`config.mk`:
```
export PLATFORM = sky130hd
export DESIGN_NAME = atr_in_stage
export DESIGN_NICKNAME = d
export VERILOG_FILES = /design/src/hw/rtl/atr_pkg.sv /design/src/hw/rtl/atr_in_stage.sv
export SDC_FILE = /design/constraint.sdc
export NUM_CORES = 1
export LEC_CHECK = 0
export BUFFER_PORTS_ARGS = -buffer_cell sky130_fd_sc_hd__buf_2
export CAP_MARGIN = 20
export CORE_MARGIN = 8
export CORE_UTILIZATION = 35
export CTS_CLUSTER_SIZE = 28
export DETAILED_ROUTE_END_ITERATION = 7
export GPL_ROUTABILITY_DRIVEN = 0
export PLACE_DENSITY = 0.69
export SETUP_SLACK_MARGIN = 0.02
export SYNTH_ARGS = -nofsm -noshare
export SYNTH_HDL_FRONTEND = slang
export SYNTH_SLANG_ARGS = --single-unit
```
`constraint.sdc`:
```
create_clock -name clk_i -period 2.7 [get_ports clk_i]
set_input_delay 0.405 -clock clk_i [delete_from_list [all_inputs] [get_ports clk_i]]
set_output_delay 0.405 -clock clk_i [all_outputs]
set_load 0.005 [all_outputs]
```
`src/hw/rtl/atr_pkg.sv`:
```
// Shared types and constants for the alarm timer register block.
// No dependencies.
`timescale 1ns / 1ps
`default_nettype none

package atr_pkg;

  // Width of the time counter and the alarm compare (33 to 64).
  localparam int unsigned TIME_W = 64;
  localparam int unsigned WORD_W = 32;
  localparam int unsigned STEP_W = 20;
  localparam int unsigned OFF_W  = 8;

  // Register byte offsets.
  localparam logic [OFF_W-1:0] OFF_TIME_LOW   = 8'h00;
  localparam logic [OFF_W-1:0] OFF_TIME_HIGH  = 8'h04;
  localparam logic [OFF_W-1:0] OFF_ALARM_LOW  = 8'h08;
  localparam logic [OFF_W-1:0] OFF_ALARM_HIGH = 8'h0c;
  localparam logic [OFF_W-1:0] OFF_CLEAR_IRQ  = 8'h10;
  localparam logic [OFF_W-1:0] OFF_CLEAR_ALRM = 8'h14;

  localparam logic [STEP_W-1:0] STEP_RESET = 20'd1;

  typedef enum logic [1:0] {
    MODE_TICK  = 2'd0,
    MODE_READ  = 2'd1,
    MODE_WRITE = 2'd2,
    MODE_RSVD  = 2'd3
  } mode_e;

  typedef struct packed {
    logic [1:0]        mode;
    logic [OFF_W-1:0]  offset;
    logic [WORD_W-1:0] write_data;
  } item_t;

  typedef struct packed {
    logic [WORD_W-1:0] read_data;
    logic              irq_level;
    logic              status;
  } result_t;

endpackage

`default_nettype wire

```
`src/hw/rtl/atr_in_stage.sv`:
```
// Input register stage: captures one item per transfer and hands it on.
// Depends on atr_pkg.
`timescale 1ns / 1ps
`default_nettype none

module atr_in_stage
  import atr_pkg::*;
(
  input  wire logic  clk_i,
  input  wire logic  rst_ni,
  input  wire logic  in_valid_i,
  output logic       in_ready_o,
  input  wire item_t in_item_i,
  input  wire logic  down_free_i,
  output logic       fire_o,
  output item_t      item_o
);

  logic  valid_q;
  item_t item_q;

  // Advance when the result slot can take the processed item.
  assign fire_o     = valid_q && down_free_i;
  assign in_ready_o = !valid_q || fire_o;
  assign item_o     = item_q;

  // Hold control state.
  always_ff @(posedge clk_i or negedge rst_ni) begin
    if (!rst_ni) begin
      valid_q <= 1'b0;
    end else if (in_ready_o) begin
      valid_q <= in_valid_i;
    end
  end

  // Capture payload on a transfer.
  always_ff @(posedge clk_i) begin
    if (in_valid_i && in_ready_o) begin
      item_q <= in_item_i;
    end
  end

endmodule

`default_nettype wire

```
==> results.json <==
{
  "cts_hold_buf": 1,
  "synth_top_family_by_area": "simple AND/OR/NAND/NOR gates",
  "rsz0062_at_grt": "false",
  "period_share": 0.510,
  "fp.dieArea_um2": 6000,
  "hp-class": "input port to flip-flop",
  "hold_viol_final": 0,
  "p_leak_nw": 0.824,
  "peakVddDrop_uv": 434,
  "cts_buffer_depth": 2,
  "synth_cell_types": 6,
  "post_drt_wl_per_cell_um": 15.2,
  "cts_tree": "built",
  "cts_sinks": 43,
  "cts-resized-gates": 0,
  "grt_max_degree": 43,
  "critPathTopFamily": "flip-flops",
  "synth_compound_area_frac": 0,
  "clk_pin_slew_worst_paths_ps": 70,
  "ios": 90,
  "synthAdderAreaFrac": 0,
  "place_ws_ps": 1200,
  "numPortBuffers": 89,
  "required_ps": 2300,
  "fin_area_um2": 1920,
  "fillCellCount": 345,
  "synth_seq_area_share": 0.973,
  "core_area_um2": 3630,
  "postPlaceCellArea_um2": 1830,
  "die_w_um": 77.4,
  "tns_ps": 0,
  "max_cap_violations": 0,
  "status": "completed",
  "postLayoutSetupSlackWorst_ps": 1320,
  "multi_input_area_um2": 35.0,
  "fin_hold_ws_ps": 293,
  "crit_fanout": 2,
  "gr-total-overflow": 0,
  "synth_area_um2": 1320,
  "drtIter0Drc": 47,
  "vias": 810,
  "row_count": 22,
  "routed_wirelength_mm": 2.94,
  "synth_area_per_cell_um2": 28.1,
  "area_growth_pct": 45.1,
  "worst_pin_slew_ps": 505,
  "fin_nets": 190,
  "crit_path_max_incr_delay_ps": 410,
  "seq_area_um2": 1290,
  "finalClockSkew_ps": 2.51,
  "maxSlewHeadroom": 0.663,
  "numCtsBuffers": 5,
  "fp.dieH_um": 77.4,
  "synthXorXnorAreaFrac": 0,
  "layout-drive-gt1-share": 0.662,
  "root_buffer": "clkbuf_8",
  "cp_data_arrival_time_ps": 970,
  "cts_setup_buffers": 0,
  "end_kind": "primary output",
  "yosysWarnings": 0,
  "grt_antenna_before_repair": 0,
  "cp_cell_sequence": "and2_1, buf_2",
  "diodes": 0,
  "ys_ff_latch": 43,
  "synth.net_count": 93,
  "grt_pass1_wl_mm": 4.33,
  "grt_use_total": 0.0953,
  "path_buf_inv": 1,
  "postRouteAntennaNets": 0,
  "synthCells": 47,
  "total_power_mw": 1.25,
  "cts-htree-levels": 2,
  "crit_path_start_kind": "flip-flop",
  "clock_latency_ps": 280,
  "start_util": 0.364,
  "grt_pass1_vias": 944,
  "setup_viol": 0,
  "critPathKind": "flip-flop to primary output",
  "vias_per_cell": 4.20,
  "drcViolationCount": 0,
  "first_pass_iters": 4,
  "synth_simple_gate_area_frac": 0.0265,
  "slowest_stage": "dfrtp_1",
  "fin_crit_ps": 1380,
  "power_per_cell_area_nw_per_um2": 650,
  "slew_viol_final": 0,
  "muxShareOfSynthArea": 0,
  "fmax_mhz": 727
}
==> cell families (layout without fill, tap and decap cells) <==
| kind of cell | Yosys count | after routing |
|---|---|---|
| simple gates | 4 | 4 |
| buf+inv | 0 | 98 |
| flops | 43 | 43 |
==> synth_stat cells <==
| master | n | share of area |
|---|---|---|
| and2_1 | 1 | 0.0047 |
| dfrtp_1 | 1 | 0.019 |
| edfxtp_1 | 42 | 0.95 |
| nand2b_4 | 1 | 0.010 |
| nand2b_1 | 1 | 0.0047 |
| and2_4 | 1 | 0.0066 |
==> cells in the final DEF (no fill, tap or decap) <==
| cell type | synthesis | routed |
|---|---|---|
| clkbuf_1 | 0 | 1 |
| nand2b_1 | 1 | 1 |
| dfrtp_1 | 1 | 1 |
| and2_4 | 1 | 1 |
| dlygate4sd3_1 | 0 | 1 |
| buf_2 | 0 | 89 |
| edfxtp_1 | 42 | 42 |
| clkinv_1 | 0 | 2 |
| clkbuf_8 | 0 | 5 |
| and2_1 | 1 | 1 |
| nand2b_4 | 1 | 1 |
==> final timing paths <==
check,start,endpoint,slack [ps],cells past startpoint
min,in_item_i[4],item_o[4],290,1
max,valid_q,fire_o,1320,2
min reg2reg,valid_q,valid_q,550,2
min in group asynchronous,rst_ni,valid_q,430,2
max reg2reg,valid_q,item_o[29],1370,2
max in group asynchronous,rst_ni,valid_q,2180,2
==> metal layers <==
metal	wire length, µm	track usage	vias up
li1	-	-	376
met1	1010	0.0802	363
met2	1280	0.140	65
met3	606	0.103	6
met4	46	0.0453	0
met5	0	0	-
==> worst reg2reg max path, stage by stage, from the launching register on <==
cell and delay [ps]:
dfrtp_1 410, nand2b_4 80, and2_4 480
==> state kept, by name, indices dropped and copies added (netlist names) <==
name,cells
item_o,42
valid_q,1
==> per-stage QoR <==
| stage | instances | utilization |
|---|---|---|
| floorplan | 47 | - |
| global placement | 184 | 0.503 |
| detailed placement | 184 | 0.503 |
| CTS | 193 | 0.528 |
| global route | 193 | 0.528 |
| finish | 193 | 0.528 |
==> layout make-up <==
cell class / instances / share of cell area
well taps: 48 / 0.0313
clock inverters: 2 / 0.00392
flip-flops and latches: 43 / 0.671
clock buffers: 6 / 0.0379
multi-input cells: 4 / 0.0183
repair buffers: 90 / 0.238
==> power breakdown <==
| group | leakage (nW) | switching [mW] | total, mW | internal, mW |
|---|---|---|---|---|
| clock | 0.0403 | 0.192 | 0.368 | 0.176 |
| sequential | 0.411 | 0.00836 | 0.785 | 0.777 |
| combinational | 0.373 | 0.0440 | 0.0932 | 0.0491 |
Note: power is estimated with default switching activity, not from simulation.
