`src/hw/rtl/atr_pkg.sv`:
```
// Shared types and constants for the alarm timer register block.
// No dependencies.
`timescale 1ns / 1ps
`default_nettype none

package atr_pkg;

  // Width of the time counter and the alarm compare (33 to 64).
  localparam int unsigned TIME_W = 64;
  localparam int unsigned WORD_W = 32;
  localparam int unsigned STEP_W = 20;
  localparam int unsigned OFF_W  = 8;

  // Register byte offsets.
  localparam logic [OFF_W-1:0] OFF_TIME_LOW   = 8'h00;
  localparam logic [OFF_W-1:0] OFF_TIME_HIGH  = 8'h04;
  localparam logic [OFF_W-1:0] OFF_ALARM_LOW  = 8'h08;
  localparam logic [OFF_W-1:0] OFF_ALARM_HIGH = 8'h0c;
  localparam logic [OFF_W-1:0] OFF_CLEAR_IRQ  = 8'h10;
  localparam logic [OFF_W-1:0] OFF_CLEAR_ALRM = 8'h14;

  localparam logic [STEP_W-1:0] STEP_RESET = 20'd1;

  typedef enum logic [1:0] {
    MODE_TICK  = 2'd0,
    MODE_READ  = 2'd1,
    MODE_WRITE = 2'd2,
    MODE_RSVD  = 2'd3
  } mode_e;

  typedef struct packed {
    logic [1:0]        mode;
    logic [OFF_W-1:0]  offset;
    logic [WORD_W-1:0] write_data;
  } item_t;

  typedef struct packed {
    logic [WORD_W-1:0] read_data;
    logic              irq_level;
    logic              status;
  } result_t;

endpackage

`default_nettype wire

```
`src/hw/rtl/atr_out_stage.sv`:
```
// Result register: holds one result until the downstream transfer.
// Depends on atr_pkg.
`timescale 1ns / 1ps
`default_nettype none

module atr_out_stage
  import atr_pkg::*;
(
  input  wire logic    clk_i,
  input  wire logic    rst_ni,
  input  wire logic    load_i,
  input  wire result_t result_i,
  output logic         free_o,
  output logic         out_valid_o,
  input  wire logic    out_ready_i,
  output result_t      result_o
);

  logic    valid_q;
  result_t result_q;

  // Slot is free when empty or draining this cycle.
  assign free_o      = !valid_q || out_ready_i;
  assign out_valid_o = valid_q;
  assign result_o    = result_q;

  // Hold control state.
  always_ff @(posedge clk_i or negedge rst_ni) begin
    if (!rst_ni) begin
      valid_q <= 1'b0;
    end else if (free_o) begin
      valid_q <= load_i;
    end
  end

  // Capture the new result.
  always_ff @(posedge clk_i) begin
    if (load_i) begin
      result_q <= result_i;
    end
  end

endmodule

`default_nettype wire

```
`config.mk`:
```
export PLATFORM = sky130hd
export DESIGN_NAME = atr_out_stage
export DESIGN_NICKNAME = d
export VERILOG_FILES = /design/src/hw/rtl/atr_pkg.sv /design/src/hw/rtl/atr_out_stage.sv
export SDC_FILE = /design/constraint.sdc
export NUM_CORES = 1
export LEC_CHECK = 0
export ABC_CLOCK_PERIOD_IN_PS = 800
export BUFFER_PORTS_ARGS = -buffer_cell sky130_fd_sc_hd__buf_2
export CAP_MARGIN = 20
export CORE_UTILIZATION = 30
export DETAILED_ROUTE_END_ITERATION = 16
export PLACE_DENSITY_LB_ADDON = 0.15
export SYNTH_ARGS = -nofsm -noshare
export SYNTH_HDL_FRONTEND = slang
export SYNTH_SLANG_ARGS = --single-unit
```
`constraint.sdc`:
```
create_clock -name clk_i -period 0.8 [get_ports clk_i]
set_input_delay 0.08 -clock clk_i [delete_from_list [all_inputs] [get_ports clk_i]]
set_output_delay 0.08 -clock clk_i [all_outputs]
set_load 0.01 [all_outputs]
```
==> flow_metrics.env, run 1 <==
export IMPL_status="finished with violations"
export IMPL_violations="setup timing"
export IMPL_fin_nets=194
export IMPL_rows=21
export IMPL_netlist_instances=37
export IMPL_post_synth_cell_area_avg_um2=28.88
export IMPL_core_mm2=0.003363
export IMPL_cts_tree="yes"
export IMPL_antenna_found_initial=0
export IMPL_grt_usage=0.1292
export IMPL_p_leak_uw=0.0008485
export IMPL_grt_pass1_wl_um=3236
export IMPL_r2r_start="out_valid_o"
export IMPL_synth_largest_area_cell="edfxtp_1"
export IMPL_root_buffer="clkbuf_4"
export IMPL_die_height_um=61.68
export IMPL_numCtsBuffers=5
export IMPL_clockBufferDepth=2
export IMPL_clock_latency_ps=310
export IMPL_yosysWarnings=0
export IMPL_max_freq_ghz=1.008
export IMPL_hold_viol_final=0
export IMPL_finalClockSkew_ps=0
export IMPL_drt_vias_per_instance=3.896
export IMPL_ff2ff_setup_slack_ps=-30
export IMPL_critPathMaxFanout=2
export IMPL_rsz0062_at_grt="yes"
export IMPL_wl_um=2265
export IMPL_p_per_area_mw_per_mm2=1813
export IMPL_synth_seq_area_share=0.9789
export IMPL_min_period_over_period=1.241
export IMPL_slew_viol_final=0
export IMPL_drt_first_pass_iters=4
export IMPL_ant_nets=0
export IMPL_initial_core_util=0.3177
export IMPL_clock_sinks=35
export IMPL_r2r_end="out_valid_o"
export IMPL_cp_required_ps=720
export IMPL_syn_nets=75
export IMPL_finalSetupViolCount=37
export IMPL_die_x_um=61.68
export IMPL_route_vias_total=787
export IMPL_wl_per_cell_um=11.21
export IMPL_worstSetupPathType="flip-flop to output port"
export IMPL_startpoint="out_valid_o"
export IMPL_path_clk_slew_ps=90
export IMPL_drtIter0Drc=42
export IMPL_synth_distinct_cells=4
export IMPL_h_tree_depth=2
export IMPL_setup_slack_ps=-192.4
export IMPL_cp_end_kind="output port"
export IMPL_drc=0
export IMPL_die_area_mm2=0.003804
export IMPL_synth_area_mm2=0.001069
export IMPL_antennaDiodeCount=0
export IMPL_worst_pin_slew_ps=126.3
export IMPL_grt_busiest_layer="met2"
export IMPL_r2r_cells=4
export IMPL_min_path_type="input port to async pin"
export IMPL_drive_above_1_share=0.5449
export IMPL_multi_input_area_um2=22.52
export IMPL_crit_path_end="free_o"
export IMPL_use_met3=0.04622
export IMPL_io_buffers=73
export IMPL_synth_area_top_cells="edfxtp_1 96%, dfrtp_1 2.3%, nand2b_4 1.3%"
export IMPL_irDropWorstVdd_uv=1065
export IMPL_filler_cell_count=289
export IMPL_timing_hold_ws_ps=54.17
export IMPL_min_period_ps=992.4
export IMPL_synth_top_cell_area_share=0.9555
export IMPL_area_growth_pct=83.02
export IMPL_cap_violations=0
export IMPL_use_met2=0.2212
export IMPL_synth_seq_cells=35
export IMPL_crit_path_start_kind="flip-flop"
export IMPL_final_seq_area_mm2=0.001046
export IMPL_grt_pass1_vias=752
export IMPL_use_met1=0.1324
export IMPL_num_io_pins=74
export IMPL_place_congestion=0.6254
export IMPL_worstPathArrival_ps=910
export IMPL_grt_max_degree=21
export IMPL_total_power_uw=3546
export IMPL_relSlewSlack=0.9158
export IMPL_grt_overflow=0
[cells by family after synthesis]
logic type | after synthesis | share of synthesized area
simple gates | 2 | 0.02108
flops | 35 | 0.9789
[flip-flops by register name (all words and copies together) (netlist names)]
register / flops
result_o: 34
out_valid_o: 1
[layer usage]
layer,vias to the layer above,wire length [um]
li1,384,-
met1,357,826
met2,43,1241
met3,3,168
met4,0,28
met5,-,0
[how the worst min path moves through the flow]
stage / start / to / slack [ps] / depth (start not counted)
2_1_floorplan: rst_ni / out_valid_o / -220 / 0
3_3_place_gp: rst_ni / out_valid_o / -140 / 1
3_5_place_dp: rst_ni / out_valid_o / -140 / 1
4_1_cts: rst_ni / out_valid_o / 30 / 2
5_1_grt: rst_ni / out_valid_o / 40 / 2
6_report: rst_ni / out_valid_o / 50 / 2
[placed cells by master, fill, tap and decap left out]
cell / n
dlygate4sd3_1: 35
edfxtp_1: 34
dfrtp_1: 1
buf_4: 2
clkinv_1: 1
buf_12: 2
nand2b_4: 1
clkbuf_4: 5
buf_2: 71
buf_6: 2
nand2b_2: 1
clkinv_2: 1
[synth_stat cells (all sizes together)]
| cell | instances |
|---|---|
| edfxtp | 34 |
| dfrtp | 1 |
| nand2b | 2 |
[report_power, final]
| part | total, uW | switching [uW] | internal, uW | leakage [uW] |
|---|---|---|---|---|
| logic | 516 | 208 | 308 | 0.000477 |
| registers | 2200 | 37.2 | 2170 | 0.000344 |
| clock network | 826 | 515 | 311 | 0.0000285 |
| total | 3550 | 760 | 2790 | 0.000849 |
[cell type report]
type | count | area share
timing repair buffer | 112 | 0.4005
clock buffer | 5 | 0.01919
sequential | 35 | 0.5349
clock inverter | 2 | 0.004479
multi-input combinational | 2 | 0.01152
tap | 46 | 0.02943
[timing repair]
item / 4_1_cts / 5_1_grt
pin swaps: 0 / 0
setup buffers: 1 / 1
resized for setup: 1 / 1
endpoints found under the hold margin: 35 / 0
cloned: 0 / 0
setup endpoints to repair: 36 / 36
hold buffers: 35 / 0
[worst max-delay path, cell delays in order (launching register included)]
cell      delay, ps
dfrtp_1         420
nand2b_4         80
buf_6           100
[metrics by stage]
stage / TNS [ps] / area, um2 / utilization / setup WS (ps) / instances
2_1_floorplan: 0 / 1069 / - / 111.1 / 37
3_3_place_gp: 0 / 1531 / 0.4554 / 111.9 / 158
3_5_place_dp: 0 / 1531 / 0.4554 / 101.3 / 158
4_1_cts: -5251 / 1942 / 0.5774 / -221.5 / 201
5_1_grt: -6835 / 1956 / 0.5815 / -260.2 / 202
6_report: -4275 / 1956 / 0.5815 / -192.4 / 202
Power figures use the tool's default switching activity.
==> run 2, diff against run 1 <==
CTS_BUF_LIST = sky130_fd_sc_hd__clkbuf_8 sky130_fd_sc_hd__clkbuf_16   (was default)
CTS_CLUSTER_DIAMETER = 150   (was default)
==> run 2 against run 1 <==
Effect of this change:
- the run still ends with setup timing left
- sequential cell count is the same
- critical path depth is the same
- clock skew is the same
- routed wire length grew 1.5%
- critical endpoint unchanged
- clock power grew 37%
- register-to-register slack is essentially flat
- largest power group unchanged
- highest routed layer unchanged
- non-clock buffer count is the same
==> flow_metrics.env, run 2 (synthesized netlist as in run 1, its figures left out) <==
export IMPL_clockBufferDepth=2
export IMPL_violations="setup timing"
export IMPL_ant_nets=0
export IMPL_r2r_cells=4
export IMPL_antennaDiodeCount=0
export IMPL_wl_per_cell_um=11.39
export IMPL_cap_violations=0
export IMPL_worst_pin_slew_ps=126.3
export IMPL_numCtsBuffers=5
export IMPL_crit_path_start_kind="flip-flop"
export IMPL_finalClockSkew_ps=0
export IMPL_route_vias_total=791
export IMPL_cp_end_kind="output port"
export IMPL_final_common_cell="buf_2"
export IMPL_clock_sinks=35
export IMPL_grt_max_degree=21
export IMPL_startpoint="out_valid_o"
export IMPL_min_period_over_period=1.177
export IMPL_p_sw_uw=796.7
export IMPL_path_clk_slew_ps=60
export IMPL_filler_cell_count=287
export IMPL_root_buffer="clkbuf_8"
export IMPL_grt_overflow=0
export IMPL_drt_first_pass_iters=4
export IMPL_r2r_start="out_valid_o"
export IMPL_die_area_mm2=0.003804
export IMPL_grt_pass1_wl_um=3229
export IMPL_worstPathArrival_ps=860
export IMPL_pwr_share_seq=0.573
export IMPL_drive_above_1_share=0.5449
export IMPL_wl_um=2300
export IMPL_p_per_area_mw_per_mm2=1939
export IMPL_cp_required_ps=720
export IMPL_hold_viol_final=0
export IMPL_drtIter0Drc=22
export IMPL_die_height_um=61.68
export IMPL_io_buffers=73
export IMPL_num_io_pins=74
export IMPL_min_period_ps=942.0
export IMPL_min_path_type="input port to async pin"
export IMPL_initial_core_util=0.3177
export IMPL_power_share_switching=0.2068
export IMPL_ff2ff_setup_slack_ps=-30
export IMPL_irDropWorstVdd_uv=1269
export IMPL_core_mm2=0.003363
export IMPL_grt_pass1_vias=760
export IMPL_final_seq_area_mm2=0.001046
export IMPL_drc=0
export IMPL_rsz0062_at_grt="yes"
export IMPL_total_power_uw=3853
export IMPL_grt_usage=0.1288
export IMPL_critPathMaxFanout=2
export IMPL_slew_viol_final=0
export IMPL_place_congestion=0.6254
export IMPL_worstSetupPathType="flip-flop to output port"
export IMPL_largest_reg_flops=34
export IMPL_cts_tree="yes"
export IMPL_die_x_um=61.68
export IMPL_rows=21
export IMPL_multi_input_area_um2=22.52
export IMPL_setup_slack_ps=-142.0
export IMPL_fin_nets=194
export IMPL_p_leak_uw=0.0008615
export IMPL_drt_vias_per_instance=3.916
export IMPL_h_tree_depth=2
export IMPL_clock_latency_ps=270
export IMPL_layout_cells_non_filler=202
export IMPL_layout_common_cells="71 x buf_2, 35 x dlygate4sd3_1, 34 x edfxtp_1"
export IMPL_status="finished with violations"
export IMPL_antenna_found_initial=0
export IMPL_pwr_share_comb=0.134
export IMPL_area_growth_pct=85.95
export IMPL_relSlewSlack=0.9158
export IMPL_max_freq_ghz=1.062
export IMPL_internal_power_uw=3057
export IMPL_finalSetupViolCount=37
export IMPL_clockPowerShare=0.293
export IMPL_placed_cells=158
[run 2: cell types whose count changed in the layout (fill, tap and decap cells not counted)]
cell / previous run / this run
clkbuf_8: 0 / 5
clkbuf_4: 5 / 0
[run 2: path summary, 6_finish.rpt]
| kind | to |
|---|---|
| max reg2reg | out_valid_o |
| min | out_valid_o |
| max in group asynchronous | out_valid_o |
| min reg2reg | out_valid_o |
| max | free_o |
| min in group clk_i | result_o[0] |
[run 2: power groups by stage]
stage               Sequential [uW]  Combinational [uW]  Clock, uW
finish                         2210                 516       1130
global route                   2220                 565       1270
CTS                            2210                 509       1170
detailed placement             2250                 369          0
global placement               2240                 368          0
floorplan                      2330                11.7          0
[run 2: through the flow]
step / cell area, um2 / hold slack [ps] / setup slack, ps / utilization / TNS (ps)
finish: 1987 / 101.8 / -142.0 / 0.5908 / -2357
global route: 1987 / 104.5 / -187.9 / 0.5908 / -4078
CTS: 1973 / 88.49 / -156.6 / 0.5867 / -2880
detailed placement: 1531 / -140.6 / 101.3 / 0.4554 / 0
global placement: 1531 / -144.3 / 111.9 / 0.4554 / 0
floorplan: 1069 / -215.6 / 111.1 / - / 0
[run 2: layout make-up]
class	instances	area share
Sequential cell	35	0.5264
Timing Repair Buffer	112	0.3942
Clock buffer	5	0.03463
Tap cell	46	0.02897
Multi-Input combinational cell	2	0.01133
Clock inverter	2	0.004408
[run 2: what timing repair did]
item                                   4_1_cts  5_1_grt
hold buffers                                35        0
gates resized for setup                      1        1
endpoints found under the hold margin       35        0
setup buffers                                1        1
pin swaps                                    0        0
setup endpoints to repair                   36       36
[run 2: routing by layer]
metal / global-route usage / vias up / routed length (um)
li1: - / 381 / -
met1: 0.1230 / 361 / 818
met2: 0.2258 / 46 / 1265
met3: 0.06723 / 3 / 189
met4: 0.06349 / 0 / 27
met5: 0 / - / 0
[run 2: critical path, stage by stage, from the launching register on]
cell and delay (ps):
dfrtp_1 410, nand2b_4 80, buf_6 100
