<file path="src/hw/rtl/atr_pkg.sv">
// Shared types and constants for the alarm timer register block.
// No dependencies.
`timescale 1ns / 1ps
`default_nettype none

package atr_pkg;

  // Width of the time counter and the alarm compare (33 to 64).
  localparam int unsigned TIME_W = 64;
  localparam int unsigned WORD_W = 32;
  localparam int unsigned STEP_W = 20;
  localparam int unsigned OFF_W  = 8;

  // Register byte offsets.
  localparam logic [OFF_W-1:0] OFF_TIME_LOW   = 8'h00;
  localparam logic [OFF_W-1:0] OFF_TIME_HIGH  = 8'h04;
  localparam logic [OFF_W-1:0] OFF_ALARM_LOW  = 8'h08;
  localparam logic [OFF_W-1:0] OFF_ALARM_HIGH = 8'h0c;
  localparam logic [OFF_W-1:0] OFF_CLEAR_IRQ  = 8'h10;
  localparam logic [OFF_W-1:0] OFF_CLEAR_ALRM = 8'h14;

  localparam logic [STEP_W-1:0] STEP_RESET = 20'd1;

  typedef enum logic [1:0] {
    MODE_TICK  = 2'd0,
    MODE_READ  = 2'd1,
    MODE_WRITE = 2'd2,
    MODE_RSVD  = 2'd3
  } mode_e;

  typedef struct packed {
    logic [1:0]        mode;
    logic [OFF_W-1:0]  offset;
    logic [WORD_W-1:0] write_data;
  } item_t;

  typedef struct packed {
    logic [WORD_W-1:0] read_data;
    logic              irq_level;
    logic              status;
  } result_t;

endpackage

`default_nettype wire

</file>
<file path="src/hw/rtl/atr_core.sv">
// Timer state and register access logic: updates state for the staged item
// and forms its result. Depends on atr_pkg.
`timescale 1ns / 1ps
`default_nettype none

module atr_core
  import atr_pkg::*;
(
  input  wire logic              clk_i,
  input  wire logic              rst_ni,
  input  wire logic              cfg_we_i,
  input  wire logic [STEP_W-1:0] cfg_wdata_i,
  input  wire logic              fire_i,
  input  wire item_t             item_i,
  output result_t                result_o
);

  logic [STEP_W-1:0] step_q;
  logic [TIME_W-1:0] time_q, time_d;
  logic [TIME_W-1:0] latch_q, latch_d;
  logic [WORD_W-1:0] alarm_lo_q, alarm_lo_d;
  logic [WORD_W-1:0] alarm_hi_q, alarm_hi_d;
  logic              armed_q, armed_d;
  logic              irq_q, irq_d;

  logic [2*WORD_W-1:0] alarm_full_cur, alarm_full_wr;
  logic [TIME_W-1:0]   alarm_cur, alarm_wr, time_tick;
  logic [WORD_W-1:0]   rdata;
  logic                bad;
  mode_e               mode;

  // Assemble the alarm, masked to the counter width.
  assign alarm_full_cur = {alarm_hi_q, alarm_lo_q};
  assign alarm_full_wr  = {alarm_hi_q, item_i.write_data};
  assign alarm_cur      = alarm_full_cur[TIME_W-1:0];
  assign alarm_wr       = alarm_full_wr[TIME_W-1:0];
  assign time_tick      = time_q + TIME_W'(step_q);
  assign mode           = mode_e'(item_i.mode);

  // Decode the item and work out the next state.
  always_comb begin
    time_d     = time_q;
    latch_d    = latch_q;
    alarm_lo_d = alarm_lo_q;
    alarm_hi_d = alarm_hi_q;
    armed_d    = armed_q;
    irq_d      = irq_q;
    rdata      = '0;
    bad        = 1'b0;
    case (mode)
      MODE_TICK: begin
        time_d = time_tick;
        if (armed_q && (alarm_cur <= time_tick)) begin
          irq_d   = 1'b1;
          armed_d = 1'b0;
        end
      end
      MODE_READ: begin
        case (item_i.offset)
          OFF_TIME_LOW: begin
            latch_d = time_q;
            rdata   = time_q[WORD_W-1:0];
          end
          OFF_TIME_HIGH: rdata = WORD_W'(latch_q >> WORD_W);
          default:       bad   = 1'b1;
        endcase
      end
      MODE_WRITE: begin
        case (item_i.offset)
          OFF_ALARM_LOW: begin
            alarm_lo_d = item_i.write_data;
            if (alarm_wr <= time_q) begin
              irq_d = 1'b1;
            end else begin
              armed_d = 1'b1;
            end
          end
          OFF_ALARM_HIGH: alarm_hi_d = item_i.write_data;
          OFF_CLEAR_ALRM: begin
            armed_d = 1'b0;
            irq_d   = 1'b0;
          end
          OFF_CLEAR_IRQ: irq_d = 1'b0;
          default:       bad   = 1'b1;
        endcase
      end
      default: bad = 1'b1;
    endcase
  end

  assign result_o.read_data = rdata;
  assign result_o.irq_level = irq_d;
  assign result_o.status    = bad;

  // Commit state when the item advances; take config writes.
  always_ff @(posedge clk_i or negedge rst_ni) begin
    if (!rst_ni) begin
      step_q     <= STEP_RESET;
      time_q     <= '0;
      latch_q    <= '0;
      alarm_lo_q <= '0;
      alarm_hi_q <= '0;
      armed_q    <= 1'b0;
      irq_q      <= 1'b0;
    end else begin
      if (cfg_we_i) begin
        step_q <= cfg_wdata_i;
      end
      if (fire_i) begin
        time_q     <= time_d;
        latch_q    <= latch_d;
        alarm_lo_q <= alarm_lo_d;
        alarm_hi_q <= alarm_hi_d;
        armed_q    <= armed_d;
        irq_q      <= irq_d;
      end
    end
  end

endmodule

`default_nettype wire

</file>
<file path="config.mk">
export PLATFORM = sky130hd
export DESIGN_NAME = atr_core
export DESIGN_NICKNAME = d
export VERILOG_FILES = /design/src/hw/rtl/atr_pkg.sv /design/src/hw/rtl/atr_core.sv
export SDC_FILE = /design/constraint.sdc
export NUM_CORES = 1
export LEC_CHECK = 0
export ABC_CLOCK_PERIOD_IN_PS = 5700
export BUFFER_PORTS_ARGS = -buffer_cell sky130_fd_sc_hd__buf_2
export CORE_MARGIN = 4
export CORE_UTILIZATION = 55
export DETAILED_ROUTE_END_ITERATION = 6
export PLACE_DENSITY_LB_ADDON = 0.08
export SYNTH_ARGS = -nofsm -noshare
export SYNTH_HDL_FRONTEND = slang
export SYNTH_SLANG_ARGS = --single-unit
</file>
<file path="constraint.sdc">
create_clock -name clk_i -period 5.7 [get_ports clk_i]
set_clock_uncertainty 0.05 [all_clocks]
set_input_delay 1.14 -clock clk_i [delete_from_list [all_inputs] [get_ports clk_i]]
set_output_delay 1.14 -clock clk_i [all_outputs]
set_load 0.05 [all_outputs]
</file>
==> metrics, run 1 <==
Worst setup SP type flip-flop; # placed instances approximately 1700; most frequent cells in the layout dfrtp_1, ha_1, nand2_1; failing checks setup timing; total number of vias between 10000 and 15000; Post-Layout Inst Area around 0.015 mm2; outcome finished with violations; Area Overhead vs Synth 16.3%; # IOs 100; pre-CTS setup slack -166 ps; setup ws final -486 ps; hold buffers post-CTS 0; DP Wirelength about 27000 um; drt wl/cell ~20 um; drt first-iter violations roughly 610; post-synthesis async set-or-reset flop share between 90% and 100%; syn nets between 1500 and 2000; initial core utilization around 57%; Worst Max-Slew Pin Slew between 900 and 1000 ps; leading post-synthesis cells by cell area dfrtp_1, ha_1, mux2_2, xnor2_1, nand2_1; core area between 0.02 and 0.025 mm2; Leakage about 7 nW; final wirelength between 30000 and 40000 um; antenna violations before repair 0; Tmin final slightly above 6000 ps; largest net degree at the start of global routing ~120; CTS tree yes; Slowest-stage cell, CP dfstp_2; total CTS buffers 17; RSZ-0062 raised after global routing yes; port bufs between 90 and 100; Tot GR Track Use between 20% and 30%; FF+latch count, synth about 180; final std cells w/o fill roughly 1800; peak supply drop 0.219 mV; Final #Nets roughly 1700; Syn Area/Cell 9.57 um2; Die Y ~160 um; Max-Slew Margin vs Limit 34.5%; vias in the first global route 10600; Setup crit end kind primary output; CP delay by family, top simple AND/OR/NAND/NOR gates; first-pass GRT wire length about 56000 um; CP required around 4500 ps; Die Footprint roughly 0.025 mm2; clock sinks roughly 180; WP buf/inv 4; highest net fanout along the worst path 8; layout cell share with drive strength beyond 1 a little under a quarter; top cell type's share of synthesized area 36.1%; Final TNS setup -486 ps; GPL Wtd Cong 0.959; P per Cell Area around 320 mW/mm2; sequential area share after synthesis a little over a third; clk_lat worst skew around 440 ps; Synth cell types just under 70; antenna-violating nets left 0; Die W approximately 160 um; most used flip-flop cell after synthesis dfrtp_1; number of placement rows 54; Fmax between 150 and 200 MHz; Syn. warnings 0; drt pass-1 iters 5; Longest Clk Path Bufs 2; Post-route DRC 0; worst hold path type reg2reg; Mapped Cells about 1300; Vias/cell slightly below 6; Clock H-tree levels 4; Critical Path Max Stage Delay 560 ps; final hold slack 430 ps; Post-synth EDFFs 0; cells along the critical path ha_4 > inv_2 > fa_2 > nor2b_2 > o21ai_2 > a21oi_4 > o311a_4 > nor4b_4 > nor4b_4 > buf_6 > nand2_1 > xnor2_1 > ha_1 > nand4_1 > buf_4 > nor4_2 > nand4_1 > nor2_1 > nor2_1 > a221oi_2 > a221o_1 > buf_6; CP Data Arrival Time ~5000 ps; Max Slew Vio Count 0; commonest non-fill, non-tap cell in the layout dfrtp_1; Final Cycle Share 109%; n_diodes 0; final setup vio count 1; Root Driver clkbuf_16; top cell type by total area after synthesis dfrtp_1; Post-DP Area between 0.01 and 0.015 mm2; maximum capacitance violations 0; Remaining Overflow, GRT 0; final-report hold violation count 0; critical setup path kind reg2out; Mapped Area roughly 0.013 mm2; Clk pin slew, worst setup/hold paths ~70 ps
==> timing repair <==
| action | CTS | global route |
|---|---|---|
| buffers inserted | 6 | 2 |
| cloned | 0 | 0 |
| pin swaps | 18 | 20 |
| endpoints found under the hold margin | 0 | 0 |
| setup endpoints to repair | 1 | 1 |
| resized for setup | 20 | 11 |
==> cell usage after synthesis, types with 4 or more instances <==
master      n
dfrtp_1   181
ha_1      148
nand2_1   119
xnor2_1    99
inv_1      81
mux2_2     81
nor2_1     78
o21ai_0    76
a21oi_1    74
nand4_1    60
nand3_1    48
mux2i_1    32
nor3_1     30
clkbuf_1   29
a21o_1     13
and3_1     10
nor2b_1    10
a211oi_1    9
and2_1      8
buf_2       8
nor4_1      8
nand2b_1    7
o21ai_1     7
xor2_1      7
a221oi_1    5
buf_1       4
buf_4       4
nand3b_1    4
==> metal layers <==
| metal | track usage, % | routed length [um] | share of wire (%) |
|---|---|---|---|
| met1 | 35.6 | 15200 | 44 |
| met2 | 47.0 | 16700 | 48 |
| met3 | 4.63 | 1330 | 3.8 |
| met4 | 10.7 | 1400 | 4.0 |
| met5 | 0 | 0 | 0 |
==> path summary, 6_finish.rpt <==
check | startpoint | endpoint | slack (ps) | depth (start not counted)
max | step_q[0] | result_o[1] | -490 | 22
min in group asynchronous | rst_ni | alarm_hi_q[29] | 710 | 1
max in group asynchronous | rst_ni | time_q[54] | 3700 | 2
min | latch_q[53] | latch_q[53] | 430 | 2
min reg2reg | latch_q[53] | latch_q[53] | 430 | 2
max reg2reg | step_q[0] | irq_q | 890 | 23
==> power by group <==
group | switching (mW) | internal (mW) | leakage (nW) | total, mW
registers | 0.107 | 1.41 | 2.34 | 1.51
logic | 1.09 | 0.871 | 4.38 | 1.96
clock network | 0.568 | 0.620 | 0.281 | 1.19
==> worst min-delay path, delay by kind of cell (launching register included) <==
kind | cells | cell delay [ps]
flops | 1 | 340
compound gates | 1 | 60
simple gates | 1 | 50
==> cell families after synthesis <==
logic type,synth area share [%]
simple gates,17.4
compound gates,9.97
flops,36.3
fa+ha+maj,14.9
buf+inv,4.15
mux,9.83
xor+xnor,7.40
==> registers in the layout (all words and copies together), names as in the netlist <==
register	cells
time_q	64
alarm_hi_q	32
alarm_lo_q	32
latch_q	32
step_q	20
armed_q	1
irq_q	1
==> metrics by stage <==
step | power [mW] | util (%)
after CTS | 4.64 | 65.7
after detailed placement | 3.42 | 62.5
after global placement | 3.39 | 62.5
after floorplan | 2.68 | -
final | 4.66 | 66.0
after global routing | 4.98 | 66.0
==> cell type report <==
| type | count | area (um2) |
|---|---|---|
| multi-input combinational | 1000 | 7590 |
| fill | 1887 | 7520 |
| sequential | 182 | 4560 |
| timing repair buffer | 188 | 1200 |
| clock buffer | 19 | 433 |
| tap | 280 | 350 |
| inverter | 81 | 304 |
| clock inverter | 13 | 141 |
Note: power is estimated with default switching activity, not from simulation.
==> run 2: changes to the inputs <==
PLACE_DENSITY = 0.77   (was default)
PLACE_DENSITY_LB_ADDON = default   (was 0.08)
==> metrics, run 2 (synthesis gave the netlist of run 1 again) <==
outcome finished with violations; failing checks setup timing; number of placement rows 54; commonest non-fill, non-tap cell in the layout dfrtp_1; CP Data Arrival Time around 5200 ps; Critical Path Max Stage Delay 570 ps; # IOs 100; Leakage between 7 and 8 nW; worst hold path type reg2reg; total number of vias between 10000 and 15000; DP Wirelength 26800 um; final hold slack roughly 430 ps; antenna-violating nets left 0; WP buf/inv 5; final setup vio count 1; Tot GR Track Use ~28%; antenna violations before repair 0; n_diodes 0; number of flip-flops in the largest register 64; peak supply drop around 0.24 mV; Final Cycle Share 111%; clk_lat worst skew 450 ps; GPL Wtd Cong around 0.95; setup ws final -639 ps; highest net fanout along the worst path 6; # placed instances approximately 1700; Longest Clk Path Bufs 2; CP delay by family, top simple AND/OR/NAND/NOR gates; final-report hold violation count 0; Vias/cell between 6 and 7; vias in the first global route about 11000; Setup crit end kind primary output; hold buffers post-CTS 0; drt pass-1 iters 5; Clock H-tree levels 4; Slowest-stage cell, CP dfstp_2; Worst Max-Slew Pin Slew around 1200 ps; Post-route DRC 0; Die Y 159 um; largest net degree at the start of global routing ~110; P per Cell Area 326 mW/mm2; first-pass GRT wire length 56400 um; drt wl/cell 20.1 um; final std cells w/o fill approximately 1800; final wirelength around 36000 um; Final #Nets between 1500 and 2000; Remaining Overflow, GRT 0; drt first-iter violations between 800 and 900; port bufs about 100; Final TNS setup -639 ps; Max-Slew Margin vs Limit around 17%; critical setup path kind reg2out; core area between 0.02 and 0.025 mm2; cells along the critical path ha_4 > inv_2 > fa_2 > nor2b_2 > o21ai_2 > a21oi_2 > buf_4 > o311a_4 > nor4b_4 > nor4b_4 > buf_4 > nand2_2 > xnor2_1 > ha_1 > nand4_1 > buf_4 > nor4_2 > nand4_1 > nor2_1 > nor2_1 > a221oi_2 > a221o_1 > buf_6; Tot Pwr approximately 4.8 mW; most flop-heavy register time_q; CTS tree yes; Area Overhead vs Synth 17.1%; maximum capacitance violations 0; clock sinks approximately 180; most frequent cells in the layout dfrtp_1, ha_1, nand2_1; Crit path top cell by count buf_4; Worst setup SP type flip-flop; Clk pin slew, worst setup/hold paths about 70 ps; Die W around 160 um; post-layout util approximately two thirds; total CTS buffers 17; RSZ-0062 raised after global routing yes; Root Driver clkbuf_16; Fmax roughly 160 MHz; CP required ~4500 ps; Die Footprint about 0.025 mm2; Max Slew Vio Count 0; layout cell share with drive strength beyond 1 24.1%; Tmin final 6340 ps; initial core utilization between 50% and 60%
==> run 2: cell count changes in the layout (fill, tap and decap cells not counted), moves of 2 or more <==
cell       change
buf_4          +9
a211oi_1       -2
a211oi_2       +2
bufinv_16      +2
clkinv_2       -2
inv_6          +2
o21ai_1        -2
==> run 2: cell type report <==
class	count	area, um2
multi-input cells	1000	7580
clock buffers	19	443
repair buffers	198	1270
clock inverters	13	181
well taps	280	350
fillers	1781	7410
inverters	81	304
flip-flops and latches	182	4560
==> run 2: path summary, 6_finish.rpt <==
kind	depth (start not counted)	endpoint	slack [ps]	startpoint
worst max-delay path	23	result_o[1]	-640	step_q[0]
worst min-delay path	2	latch_q[62]	430	latch_q[62]
worst max register to register	20	irq_q	930	time_q[1]
worst min register to register	2	latch_q[62]	430	latch_q[62]
max in group asynchronous	2	alarm_lo_q[8]	3790	rst_ni
min in group asynchronous	1	time_q[38]	720	rst_ni
==> run 2: through the flow <==
stage / setup slack [ps] / instance area, um2
after CTS: -443 / 14600
final: -639 / 14700
after global placement: -48.3 / 13700
after floorplan: 328 / 12500
after detailed placement: -208 / 13700
after global routing: -797 / 14700
==> run 2: worst register-to-register path, cell delays in order (launching register included) <==
cell      delay, ps
dfrtp_1         420
ha_1            300
a211oi_1        330
o21ai_2         160
o22ai_2         260
o21ai_2         100
a221o_2         420
buf_4           170
nand4_1         190
buf_4           170
nor2_1           50
xnor2_1         140
ha_1            330
nand4_1         190
nor2_2          180
nand2_1         110
nor4_2          290
o31ai_2         140
nand4_1         200
a221oi_2        110
a221o_1         350
==> run 2: metal layers <==
metal / wire [um] / vias up / track usage, % / part of all wire [%]
met5: 0 / - / 0 / 0
met4: 1310 / 0 / 11.0 / 3.7
met3: 2260 / 98 / 4.04 / 6.3
met2: 17200 / 434 / 47.0 / 48
met1: 14800 / 5210 / 35.7 / 42
li1: - / 5000 / - / -
==> run 2: repair_timing <==
item	in CTS	in global routing
setup endpoints to repair	1	1
resized for setup	23	9
buffers inserted	12	12
gates cloned	1	0
pin swaps	22	15
==> run 2: power breakdown <==
group          switching, mW  internal, mW  leakage [nW]
combinational           1.10         0.883          4.39
sequential             0.119          1.41          2.34
clock                  0.565         0.718         0.304
==> run 3: changes to the inputs <==
ABC_CLOCK_PERIOD_IN_PS = 7570   (was 5700)
CTS_CLUSTER_SIZE = 20   (was default)
clock period = 7.57 ns   (was 5.7 ns; I/O delays follow)
==> metrics, run 3 (synthesis gave the netlist of run 1 again) <==
DP Wirelength 25800 um; GR peak layer met2; pre-CTS setup slack approximately 1000 ps; Leakage about 6.6 nW; drt pass-1 iters 6; global-route track usage on met3 between 4 and 5%; commonest non-fill, non-tap cell in the layout dfrtp_1; Final Cycle Share between 90 and 100%; total CTS buffers 17; P per Cell Area roughly 240 mW/mm2; clock sinks 182; Longest Clk Path Bufs 2; number of placement rows 54; post-layout util between 60% and 70%; highest net fanout along the worst path 20; Worst Max-Slew Pin Slew 1190 ps; worst hold path type reg2reg; layout cell share with drive strength beyond 1 17.8%; Fmax about 140 MHz; Vias/cell ~6; Setup crit end kind primary output; met1 Resource Use GR roughly 34%; drt wl/cell 20.2 um; Clk pin slew, worst setup/hold paths about 70 ps; clk_lat worst skew around 450 ps; CTS tree yes; Final #Nets between 1500 and 2000; PostCTS Resize Cnt 0; filler cell count about 1800; hold buffers post-CTS 0; # IOs 100; Remaining Overflow, GRT 0; CP Data Arrival Time approximately 5600 ps; Die W 159 um; final setup vio count 0; met2 usage between 40% and 50%; Clock H-tree levels 4; Final TNS setup 0 ps; number of flip-flops in the largest register between 60 and 70; port bufs 99; R2R Setup Slk between 2000 and 2500 ps; Max Slew Vio Count 0; outcome complete, no violations; vias in the first global route between 10000 and 15000; initial core utilization 56.8%; setup ws final 421 ps; critical setup path kind reg2out; Die Footprint between 0.02 and 0.03 mm2; maximum capacitance violations 0; RSZ-0062 raised after global routing no; core area 0.0221 mm2; Die Y ~160 um; Area Overhead vs Synth 10.5%; antenna violations before repair 0; Tot GR Track Use between 20% and 30%; Tot Pwr 3.29 mW; most flop-heavy register time_q; Root Driver clkbuf_16; first-pass GRT wire length approximately 55000 um; antenna-violating nets left 0; Worst setup SP type flip-flop; GPL Wtd Cong just over 1; final wirelength about 34000 um; Max-Slew Margin vs Limit 20.9%; peak supply drop roughly 0.17 mV; largest net degree at the start of global routing around 110; most frequent cells in the layout dfrtp_1, ha_1, nand2_1; drt first-iter violations 821; total number of vias approximately 10000; Post-CTS Setup Inserts 0; Post-route DRC 0; final-report hold violation count 0; n_diodes 0; CP required 6010 ps; Tmin final 7150 ps
run 3: changes by cell type in the layout (fill, tap and decap cells not counted), moves of 3 or more:
| cell | delta |
|---|---|
| buf_4 | -83 |
| buf_6 | -5 |
| nor4_1 | +3 |
| nor4_2 | -3 |
run 3: worst max-delay path, stage by stage (launching register included):
cell and delay (ps):
dfrtp_1 420, ha_1 310, a211oi_1 260, o21ai_1 150, o22ai_1 410, o21ai_2 170
a221o_2 520, nand3_2 450, nor2b_1 120, xnor2_1 150, ha_1 300, a21oi_1 160
nor2_1 60, a211oi_1 350, a31oi_1 130, o21ai_0 160, nand4_1 190, a221oi_1 380
a221o_1 170, buf_2 260
run 3: where the power goes:
group	leakage [nW]	switching [mW]	total, mW	internal (mW)
Combinational	3.96	0.748	1.22	0.469
Sequential	2.34	0.110	1.17	1.06
Clock	0.286	0.427	0.902	0.475
Total	6.59	1.28	3.29	2.00
run 3: final timing paths:
check	cells past startpoint	endpoint	startpoint
max in group asynchronous	2	alarm_hi_q[23]	rst_ni
setup / recovery	19	result_o[1]	time_q[1]
hold / removal	1	time_q[48]	time_q[48]
min in group asynchronous	1	alarm_lo_q[28]	rst_ni
setup reg to reg	20	irq_q	step_q[0]
hold reg to reg	1	time_q[48]	time_q[48]
run 3: stage by stage:
| stage | cells | instance area, um2 | hold slack (ps) |
|---|---|---|---|
| global route | 1685 | 13900 | 451 |
| detailed placement | 1653 | 13300 | 416 |
| global placement | 1653 | 13300 | 412 |
| finish | 1685 | 13900 | 427 |
| floorplan | 1310 | 12500 | 395 |
| CTS | 1685 | 13900 | 429 |
run 3: routing by layer:
| layer | share of wire (%) | up-vias | routed length [um] |
|---|---|---|---|
| met5 | 0 | - | 0 |
| met4 | 3.7 | 0 | 1250 |
| met3 | 6.3 | 85 | 2130 |
| met2 | 48 | 389 | 16500 |
| met1 | 42 | 5022 | 14100 |
| li1 | - | 4840 | - |
run 3: layout make-up:
| cell class | count | area (um2) | area share, % |
|---|---|---|---|
| inverter | 81 | 304 | 2.19 |
| multi-input combinational | 1000 | 7470 | 53.9 |
| clock inverter | 13 | 143 | 1.03 |
| clock buffer | 19 | 443 | 3.20 |
| tap | 280 | 350 | 2.53 |
| sequential | 182 | 4560 | 32.9 |
| timing repair buffer | 110 | 587 | 4.24 |
